File: src/hw/rtl/ctp_pkg.sv
// ----------------------------------------------------------------------------
// ctp_pkg: shared definitions for the countdown timer pool
// Pool size, field widths, action and status codes, controller state and the
// command and status bundles that join the controller to the datapath.
// ----------------------------------------------------------------------------
package ctp_pkg;

   // pool size and derived index width
   localparam int NUM_TIMERS  = 8;
   localparam int TIMER_IDX_W = (NUM_TIMERS > 1) ? $clog2(NUM_TIMERS) : 1;

   // field widths
   localparam int ACTION_W = 3;
   localparam int INDEX_W  = 8;
   localparam int COUNT_W  = 32;
   localparam int STATUS_W = 2;

   // stream word widths, padded to whole bytes
   localparam int REQ_BITS   = ACTION_W + INDEX_W + COUNT_W;
   localparam int RSP_BITS   = STATUS_W + INDEX_W + COUNT_W;
   localparam int REQ_DATA_W = ((REQ_BITS + 7) / 8) * 8;
   localparam int RSP_DATA_W = ((RSP_BITS + 7) / 8) * 8;

   // action codes
   localparam logic [ACTION_W-1:0] ACT_TICK    = 3'd0;
   localparam logic [ACTION_W-1:0] ACT_ALLOC   = 3'd1;
   localparam logic [ACTION_W-1:0] ACT_RELEASE = 3'd2;
   localparam logic [ACTION_W-1:0] ACT_LOAD    = 3'd3;
   localparam logic [ACTION_W-1:0] ACT_READ    = 3'd4;

   // result status codes
   localparam logic [STATUS_W-1:0] ST_OK        = 2'd0;
   localparam logic [STATUS_W-1:0] ST_NO_FREE   = 2'd1;
   localparam logic [STATUS_W-1:0] ST_RANGE     = 2'd2;
   localparam logic [STATUS_W-1:0] ST_NOT_ALLOC = 2'd3;

   // controller states
   typedef enum logic [2:0] {
      S_IDLE,
      S_DECODE,
      S_TICK,
      S_ALLOC,
      S_EXEC,
      S_DONE
   } state_type;

   // controller to datapath
   typedef struct packed {
      logic capture;     // latch the request word, clear the pointer
      logic step_ptr;    // advance the scan pointer
      logic tick_write;  // decrement the timer under the pointer
      logic alloc_take;  // claim the timer under the pointer
      logic exec_single; // run release, load or read on the addressed timer
      logic publish;     // move the result into the output register
   } ctp_cmd_type;

   // datapath to controller
   typedef struct packed {
      logic [ACTION_W-1:0] action;   // captured action code
      logic                ptr_last; // pointer at the last timer
      logic                ptr_free; // timer under the pointer is free
      logic                out_busy; // output word held and not taken
   } ctp_stat_type;

endpackage

File: src/hw/rtl/ctp_ctrl.sv
// ----------------------------------------------------------------------------
// ctp_ctrl: sequencer for the countdown timer pool
// Accepts one request word at a time, walks the datapath through the tick
// scan, the allocate search or a single access, then hands off the result.
// ----------------------------------------------------------------------------
module ctp_ctrl (
   input  logic                  clock,
   input  logic                  reset,
   input  logic                  req_tvalid,
   output logic                  req_tready,
   output ctp_pkg::ctp_cmd_type  cmd,
   input  ctp_pkg::ctp_stat_type stat
);
   import ctp_pkg::*;

   state_type state_ff;
   state_type state_in;

   // state register
   always_ff @(posedge clock) begin
      if (reset) begin
         state_ff <= S_IDLE;
      end else begin
         state_ff <= state_in;
      end
   end

   // next state
   always_comb begin
      state_in = state_ff;
      unique case (state_ff)
         S_IDLE: begin
            if (req_tvalid) begin
               state_in = S_DECODE;
            end
         end
         S_DECODE: begin
            if (stat.action == ACT_TICK) begin
               state_in = S_TICK;
            end else if (stat.action == ACT_ALLOC) begin
               state_in = S_ALLOC;
            end else begin
               state_in = S_EXEC;
            end
         end
         S_TICK: begin
            if (stat.ptr_last) begin
               state_in = S_DONE;
            end
         end
         S_ALLOC: begin
            if (stat.ptr_free || stat.ptr_last) begin
               state_in = S_DONE;
            end
         end
         S_EXEC: begin
            state_in = S_DONE;
         end
         S_DONE: begin
            if (!stat.out_busy) begin
               state_in = S_IDLE;
            end
         end
         default: begin
            state_in = S_IDLE;
         end
      endcase
   end

   // command outputs
   always_comb begin
      req_tready = 1'b0;
      cmd        = '0;
      unique case (state_ff)
         S_IDLE: begin
            req_tready  = 1'b1;
            cmd.capture = req_tvalid;
         end
         S_DECODE: begin
         end
         S_TICK: begin
            cmd.tick_write = 1'b1;
            cmd.step_ptr   = 1'b1;
         end
         S_ALLOC: begin
            cmd.alloc_take = stat.ptr_free;
            cmd.step_ptr   = !stat.ptr_free;
         end
         S_EXEC: begin
            cmd.exec_single = 1'b1;
         end
         S_DONE: begin
            cmd.publish = !stat.out_busy;
         end
         default: begin
         end
      endcase
   end

   // a result never overwrites a word still waiting on the output
   a_publish_free: assert property (@(posedge clock) disable iff (reset)
      cmd.publish |-> !stat.out_busy)
      else $error("result published over a held output word");

   // a new word is taken only with no item in flight
   a_capture_idle: assert property (@(posedge clock) disable iff (reset)
      cmd.capture |=> state_ff == S_DECODE)
      else $error("capture did not start decode");

   // allocate claims at most once per item
   a_alloc_once: assert property (@(posedge clock) disable iff (reset)
      cmd.alloc_take |=> !cmd.alloc_take)
      else $error("two timers claimed by one allocate");

endmodule

File: src/hw/rtl/ctp_datapath.sv
// ----------------------------------------------------------------------------
// ctp_datapath: timer state, shared decrementer and result registers
// Holds the free flags and counts, a scan pointer that shares the single count
// port with the request index, the working result and the output register.
// ----------------------------------------------------------------------------
module ctp_datapath (
   input  logic                                clock,
   input  logic                                reset,
   input  logic [ctp_pkg::REQ_DATA_W-1:0]      req_tdata,
   input  ctp_pkg::ctp_cmd_type                cmd,
   output ctp_pkg::ctp_stat_type               stat,
   input  logic                                rsp_tready,
   output logic                                rsp_tvalid,
   output logic [ctp_pkg::RSP_DATA_W-1:0]      rsp_tdata
);
   import ctp_pkg::*;

   // timer state
   logic [NUM_TIMERS-1:0] free_ff;
   logic [NUM_TIMERS-1:0] free_in;
   logic [COUNT_W-1:0]    count_ff [NUM_TIMERS];

   // captured request word
   logic [ACTION_W-1:0] act_ff;
   logic [INDEX_W-1:0]  idx_ff;
   logic [COUNT_W-1:0]  value_ff;

   // scan pointer
   logic [TIMER_IDX_W-1:0] ptr_ff;
   logic [TIMER_IDX_W-1:0] ptr_in;

   // working result
   logic [STATUS_W-1:0] res_status_ff;
   logic [STATUS_W-1:0] res_status_in;
   logic [INDEX_W-1:0]  res_handle_ff;
   logic [INDEX_W-1:0]  res_handle_in;
   logic [COUNT_W-1:0]  res_count_ff;
   logic [COUNT_W-1:0]  res_count_in;

   // output register
   logic                rsp_valid_ff;
   logic [STATUS_W-1:0] out_status_ff;
   logic [INDEX_W-1:0]  out_handle_ff;
   logic [COUNT_W-1:0]  out_count_ff;

   // count access port
   logic [TIMER_IDX_W-1:0] acc_idx;
   logic [COUNT_W-1:0]     acc_rdata;
   logic                   acc_free;
   logic                   in_range;
   logic                   cnt_we;
   logic [COUNT_W-1:0]     cnt_wdata;

   // select the timer under access
   always_comb begin
      acc_idx   = cmd.exec_single ? idx_ff[TIMER_IDX_W-1:0] : ptr_ff;
      acc_rdata = count_ff[acc_idx];
      acc_free  = free_ff[acc_idx];
      in_range  = ({1'b0, idx_ff} < (INDEX_W + 1)'(NUM_TIMERS));
   end

   // decide state updates and the result
   always_comb begin
      free_in       = free_ff;
      cnt_we        = 1'b0;
      cnt_wdata     = acc_rdata;
      ptr_in        = ptr_ff;
      res_status_in = res_status_ff;
      res_handle_in = res_handle_ff;
      res_count_in  = res_count_ff;

      if (cmd.capture) begin
         ptr_in        = '0;
         res_status_in = (req_tdata[ACTION_W-1:0] == ACT_ALLOC) ? ST_NO_FREE : ST_OK;
         res_handle_in = '0;
         res_count_in  = '0;
      end
      if (cmd.step_ptr) begin
         ptr_in = ptr_ff + 1'b1;
      end

      // decrement an allocated, nonzero timer
      if (cmd.tick_write && !acc_free && (acc_rdata != '0)) begin
         cnt_we    = 1'b1;
         cnt_wdata = acc_rdata - 1'b1;
      end

      // claim the first free timer found
      if (cmd.alloc_take) begin
         free_in[acc_idx] = 1'b0;
         res_status_in    = ST_OK;
         res_handle_in    = INDEX_W'(ptr_ff);
      end

      // single addressed access
      if (cmd.exec_single) begin
         case (act_ff)
            ACT_RELEASE: begin
               if (!in_range) begin
                  res_status_in = ST_RANGE;
               end else begin
                  free_in[acc_idx] = 1'b1;
               end
            end
            ACT_LOAD: begin
               if (!in_range) begin
                  res_status_in = ST_RANGE;
               end else if (acc_free) begin
                  res_status_in = ST_NOT_ALLOC;
               end else begin
                  cnt_we    = 1'b1;
                  cnt_wdata = value_ff;
               end
            end
            ACT_READ: begin
               if (!in_range) begin
                  res_status_in = ST_RANGE;
               end else begin
                  res_count_in = acc_rdata;
               end
            end
            default: begin
            end
         endcase
      end
   end

   // timer state and output valid
   always_ff @(posedge clock) begin
      if (reset) begin
         free_ff      <= '1;
         rsp_valid_ff <= 1'b0;
         for (int k = 0; k < NUM_TIMERS; k++) begin
            count_ff[k] <= '0;
         end
      end else begin
         free_ff <= free_in;
         if (cnt_we) begin
            count_ff[acc_idx] <= cnt_wdata;
         end
         if (cmd.publish) begin
            rsp_valid_ff <= 1'b1;
         end else if (rsp_tready) begin
            rsp_valid_ff <= 1'b0;
         end
      end
   end

   // payload registers
   always_ff @(posedge clock) begin
      if (cmd.capture) begin
         act_ff   <= req_tdata[ACTION_W-1:0];
         idx_ff   <= req_tdata[ACTION_W +: INDEX_W];
         value_ff <= req_tdata[ACTION_W + INDEX_W +: COUNT_W];
      end
      ptr_ff        <= ptr_in;
      res_status_ff <= res_status_in;
      res_handle_ff <= res_handle_in;
      res_count_ff  <= res_count_in;
      if (cmd.publish) begin
         out_status_ff <= res_status_ff;
         out_handle_ff <= res_handle_ff;
         out_count_ff  <= res_count_ff;
      end
   end

   // status back to the controller
   always_comb begin
      stat.action   = act_ff;
      stat.ptr_last = (ptr_ff == TIMER_IDX_W'(NUM_TIMERS - 1));
      stat.ptr_free = free_ff[ptr_ff];
      stat.out_busy = rsp_valid_ff && !rsp_tready;
   end

   // drive the result word
   assign rsp_tvalid = rsp_valid_ff;
   assign rsp_tdata  = {(RSP_DATA_W - RSP_BITS)'(0), out_count_ff, out_handle_ff,
                        out_status_ff};

   // a claimed timer reads as allocated afterward
   a_alloc_claims: assert property (@(posedge clock) disable iff (reset)
      cmd.alloc_take |=> !free_ff[$past(ptr_ff)])
      else $error("allocate left the timer free");

   // an exhausted pool really has no free timer
   a_no_free_true: assert property (@(posedge clock) disable iff (reset)
      (cmd.publish && act_ff == ACT_ALLOC && res_status_ff == ST_NO_FREE)
      |-> free_ff == '0)
      else $error("no free timer reported while one is free");

   // the tick scan never touches the free flags
   a_tick_flags: assert property (@(posedge clock) disable iff (reset)
      cmd.tick_write |=> $stable(free_ff))
      else $error("free flags changed during tick");

   // the output word appears only after a publish
   a_valid_source: assert property (@(posedge clock) disable iff (reset)
      $rose(rsp_valid_ff) |-> $past(cmd.publish))
      else $error("output valid without publish");

endmodule

File: src/hw/rtl/countdown_timer_pool.sv
// ----------------------------------------------------------------------------
// countdown_timer_pool: pool of countdown timers with a request stream
// Each request word carries tick, allocate, release, load or read and gives
// exactly one response word with a status, a handle and a count.
// ----------------------------------------------------------------------------
//
//   channel   dir   handshake             payload
//   req       in    req_tvalid/tready     action, timer_index, load_value
//   rsp       out   rsp_tvalid/tready     status, handle, count_value
//
// One request is in flight at a time. Release, load, read and unused codes
// pass through decode and a single access before the result; a tick walks
// all NUM_TIMERS counts with one shared decrementer, one timer per cycle;
// allocate runs the same walk, stopping at the first free timer.
// The output register lets the next request be accepted while a response
// waits; a stalled response holds the sequencer only at its hand-off.
// Reset is synchronous and frees every timer with a zero count.
module countdown_timer_pool (
   input  logic                           clock,
   input  logic                           reset,
   input  logic                           req_tvalid,
   output logic                           req_tready,
   // [2:0] action, [10:3] timer_index, [42:11] load_value, [47:43] zero
   input  logic [ctp_pkg::REQ_DATA_W-1:0] req_tdata,
   output logic                           rsp_tvalid,
   input  logic                           rsp_tready,
   // [1:0] status, [9:2] handle, [41:10] count_value, [47:42] zero
   output logic [ctp_pkg::RSP_DATA_W-1:0] rsp_tdata
);
   import ctp_pkg::*;

   ctp_cmd_type  cmd;
   ctp_stat_type stat;

   // sequencer
   ctp_ctrl u_ctrl (
      .clock      (clock),
      .reset      (reset),
      .req_tvalid (req_tvalid),
      .req_tready (req_tready),
      .cmd        (cmd),
      .stat       (stat)
   );

   // timer state and result path
   ctp_datapath u_datapath (
      .clock      (clock),
      .reset      (reset),
      .req_tdata  (req_tdata),
      .cmd        (cmd),
      .stat       (stat),
      .rsp_tready (rsp_tready),
      .rsp_tvalid (rsp_tvalid),
      .rsp_tdata  (rsp_tdata)
   );

endmodule
File: config.mk
export PLATFORM = sky130hd
export DESIGN_NAME = countdown_timer_pool
export DESIGN_NICKNAME = d
export VERILOG_FILES = /design/src/hw/rtl/ctp_pkg.sv /design/src/hw/rtl/ctp_ctrl.sv /design/src/hw/rtl/ctp_datapath.sv /design/src/hw/rtl/countdown_timer_pool.sv
export SDC_FILE = /design/constraint.sdc
export NUM_CORES = 1
export LEC_CHECK = 0
export BUFFER_PORTS_ARGS = -buffer_cell sky130_fd_sc_hd__buf_4
export CAP_MARGIN = 20
export CORE_UTILIZATION = 30
export CTS_CLUSTER_DIAMETER = 80
export DETAILED_ROUTE_END_ITERATION = 8
export GPL_ROUTABILITY_DRIVEN = 0
export PLACE_DENSITY = 0.51
export SLEW_MARGIN = 20
export SYNTH_ARGS = -nofsm -noshare
export SYNTH_HDL_FRONTEND = slang
export SYNTH_HIERARCHICAL = 1
export SYNTH_SLANG_ARGS = --single-unit
File: constraint.sdc
create_clock -name clock -period 6.5 [get_ports clock]
set_input_delay 0.325 -clock clock [delete_from_list [all_inputs] [get_ports clock]]
set_output_delay 0.325 -clock clock [all_outputs]
set_load 0.005 [all_outputs]
# After elaboration in Yosys (flattened, before gate mapping)
# Memory sizes are Yosys's and may differ from the RTL's.
# Cells that the tools add are included.
# classes
n_addsub	2
order_cmp	4
bitwise_logic	3
mux	61
n_eq_ne	15
reduce_logical	18
# op_table
operator	count
$mux 32	10
$mux 3	12
$mux 8	4
$reduce_bool 32->1	1
$reduce_or 32->1	1
$sub 32x1->32 const B	1
$mux 1	23
$pmux 3 s6	1
$eq 3x2->1 const B	4
$eq 3x3->1 const B	4
$mux 2	6
$eq 3x1->1 const B	3
$and 8x8->8	1
$lt 3x4->1 const B	2
$lt 8x4->1 const B	1
$not 8->8	1
$or 8x8->8	1
$bmux 1 s3	2
$logic_not 3->1	2
$reduce_bool 2->1	3
$logic_and 1x1->1	4
$logic_not 1->1	4
$ne 2x1->1 const B	2
$ne 2x2->1 const B	2
other kinds (8)	8
# word_totals
out_inout_bits	50
word_cells	117
ram_bits	256
regBits	132
mem_count	1
# mem_list
name	depth	width	rd	rd_ports_with_merged_regs	wr	line	rtl
u_datapath.count_ff	8	32	1	0	8	ctp_datapath.sv:21	logic [COUNT_W-1:0] count_ff [NUM_TIMERS];

# Longest topological paths before layout
# logic_depth
ltp_word	18
depth_mapped	20
mapped_depth_nobuf	13

# Cells and area by module
# The synthesis kept the hierarchy.
# by_module_without_submodules
module	seq_area_each_um2	instances	area_each_um2	cells_per_inst
ctp_datapath	11130.7	1	17471.8	1523
ctp_ctrl	60.1	1	262.8	35

# Worst setup path after synthesis
# OpenSTA, ideal clock, no wires.
# synth_path
path_type	reg2reg
startpoint	register u_ctrl.state_ff[2]
endpoint	memory u_datapath.count_ff[1][0], enable pin
synth_period_minus_slack_ps	4664
path_stages_with_launch	19
t_arrival_ps	4182
setup_slack_ps	1836
cell_sequence	dfxtp_1 buf_6 inv_2 nor3_1 buf_6 mux2_4 buf_2 buf_6 nand2_1 a21oi_1 nor4_1 ha_1 nand4_1 nor4_4 a31oi_1 or2_1 buf_4 nand3_2 nand2b_1
# synth_lines
item	line	rtl
start: declaration	ctp_ctrl.sv:16	state_type state_ff;
start signal: assignment	ctp_ctrl.sv:24	state_ff <= state_in;
end: declaration	ctp_datapath.sv:21	

==> out/metrics.cfg <==
[run_status]
outcome=completed

[clocking]
cts_buffers=40
cts_resized=0
cts_root_buf=clkbuf_16
clock_sinks=388
clk_latency_ns=0.57
htree_levels=2
cts.clk_slew.worst_paths_ns=0.06
cts_buffer_depth=3
post_cts_buffers=0
cts_tree=built

[sta]
tightest_slew_ns=1.091
setup_viol=0
maxSlewHeadroom=0.2703
setup-tns-final_ns=0
fin_skew_ns=0.03440
rsz0062_at_grt=false
fin_crit_ns=5.515
hold_viol=0
min_period_over_period=0.8484
max_freq_mhz=181.3
hold_slack_ns=0.1350
final_max_slew_viol_count=0

[synthesis]
ys_seq_area_frac=0.6310
synth_cell_types=85
syn_area_per_cell_sq_um=11.38
synth_ff_type=edfxtp_1
ys_top_cells_by_area=edfxtp_1 58%, nand2_1 5.6%, nor2_1 5.5%, dfxtp_1 5.2%, a21oi_1 3.5%
yosysTopAreaCell=edfxtp_1
ys_ff_latch=388
synth_area_sq_mm=0.01773
synth.top_cell.area_share=0.5791
async_flop_share=0
synth_most_common_cell=edfxtp_1
syn_inst=1558
yosys-top-cells-count=342 x edfxtp_1, 266 x nand2_1, 261 x nor2_1
synth_edf_count=342
yosysWarnings=6

[critical_path]
r2r_cells=15
crit_required_ns=6.77
worstPathArrival_ns=5.78
r2r_end=u_datapath/count_ff[0][25]
end_kind=flop
timing.rr.start=u_ctrl/state_ff[2]
startpoint_type=flop
path_max_fanout=32
rrSetupSlack_ns=0.99
crit_type=flop to flop

[place]
hpwl_microns=31750
port-buffer-count=85

[grt]
antenna_found_initial=0
grt_max_degree=75
gr-usage-all-layers=0.1685
grt_pass1_wl_microns=75810
grt-ovfl-total=0
grt_pass1_vias=12130

[detailed_routing]
drt-total-wl_microns=50840
wl_per_cell_microns=20.38
ant_nets=0
routed-via-count=12500
drt_iter0_drc=937
drc_errors=0
viasPerCell=5.011
drtPass1Iterations=8

[floorplanning]
core_area_sq_mm=0.05803
die_w_microns=245.1
start_util=0.3056
placementRows=88
die_y_microns=245.1
io_pins=102
die_area_sq_mm=0.06009

[layout]
drive_gt1_frac=0.1729
area_delta_synth_final_pct=19.05
fin_nets=1755
insertedDiodeCount=0

[min_path]
hold-path-endpoint=u_datapath/rsp_tvalid
whs_path_depth=2
hold_path.class=input pin to flop
min_from=reset

[job]
maxCapViolCount=0

[power_and_ir_drop]
power.density_mw_per_mm2=296.4
ir_worst_vdd_mv=0.1862
leakagePower_nw=7.223

## registers in the layout (all words and copies together) (netlist names), 3 cells and up
signal,cells
u_ctrl/state_ff,3
u_datapath/res_count_ff,32
u_datapath/out_count_ff,32
u_datapath/free_ff,8
u_datapath/act_ff,3
u_datapath/value_ff,32
u_datapath/res_handle_ff,3
u_datapath/ptr_ff,3
u_datapath/idx_ff,8
u_datapath/count_ff,256
u_datapath/out_handle_ff,3
## cell type report
type	instances	area, sq um
Inverter	7	26.28
Sequential cell	388	11190
Clock inverter	19	148.9
Clock buffer	53	1100
Fill cell	5702	36910
Timing Repair Buffer	197	1762
Tap cell	765	957.2
Multi-Input combinational cell	1065	5928
## how the worst max path moves through the flow
stage / startpoint / endpoint / slack, ns / cells after the start
5_1_grt: u_ctrl/state_ff[2] / u_datapath/count_ff[5][19] / 0.74 / 15
6_report: u_ctrl/state_ff[2] / u_datapath/count_ff[0][25] / 0.99 / 15
3_5_place_dp: u_ctrl/state_ff[2] / u_datapath/count_ff[5][27] / 1.03 / 14
3_3_place_gp: u_ctrl/state_ff[2] / u_datapath/count_ff[5][27] / 1.04 / 14
2_1_floorplan: u_ctrl/state_ff[2] / u_datapath/count_ff[1][0] / 1.84 / 18
4_1_cts: u_ctrl/state_ff[2] / u_datapath/count_ff[5][25] / 1.0 / 14
## placed cells by master, fill, tap and decap left out, drive strengths merged, types with 16 or more instances in the layout
master	count
edfxtp	342
nor2	270
nand2	266
buf	154
a21oi	125
clkbuf	53
dfxtp	46
o21ai	46
dlygate4sd3	43
nor4	41
nand3	34
nand3b	33
mux2i	26
nor3	23
nor2b	22
and2	16
## through the flow
stage | util | cells | total power, mW | worst slack [ns] | cell area, sq um
floorplan | - | 1568 | 3.617 | 1.836 | 17770
global placement | 0.3344 | 2378 | 4.060 | 1.036 | 19410
detailed placement | 0.3344 | 2378 | 4.069 | 1.027 | 19410
CTS | 0.3634 | 2493 | 6.313 | 0.9960 | 21090
global route | 0.3639 | 2494 | 6.494 | 0.7353 | 21110
finish | 0.3639 | 2494 | 6.257 | 0.9854 | 21110
## power breakdown
group / switching [mW] / leakage, nW / internal [mW]
Clock: 0.943 / 0.607 / 1.27
Combinational: 0.809 / 2.79 / 0.375
Sequential: 0.0499 / 3.83 / 2.81
Total: 1.80 / 7.22 / 4.45
## logic make-up after synthesis
logic type,Yosys count,synth area share
compound gates,248,0.08685
mux,32,0.01975
buf+inv,115,0.04007
other cells,1,0.0002115
fa+ha+maj,4,0.002822
xor+xnor,4,0.001976
simple gates,766,0.2173
flops,388,0.6310
## repair_timing
action	4_1_cts	5_1_grt
endpoints found under the setup margin	0	0
hold endpoints to repair	43	0
hold buffers	43	0
## critical path, stage by stage (launching register included)
cell      delay, ns
dfxtp_1        0.50
inv_2          0.07
nor3_2         0.22
buf_4          0.28
nand3b_1       0.20
and2_1         0.46
buf_12         0.28
a21oi_1        0.09
nor4_2         0.73
nand3_1        0.35
nor4_4         0.34
a31oi_1        0.27
or2_1          0.58
nand3_4        0.20
buf_4          0.51
nor3_1         0.12
## per-layer routing
metal | GRT usage | part of all wire | wire length [microns] | up-vias
met3 | 0.02187 | 0.058 | 2949 | 84
li1 | - | - | - | 5870
met4 | 0.05184 | 0.024 | 1227 | 0
met1 | 0.2223 | 0.43 | 21850 | 6141
met2 | 0.2858 | 0.49 | 24810 | 403
met5 | 0 | 0 | 0 | -
No activity file was read; power rests on OpenSTA's default activity.
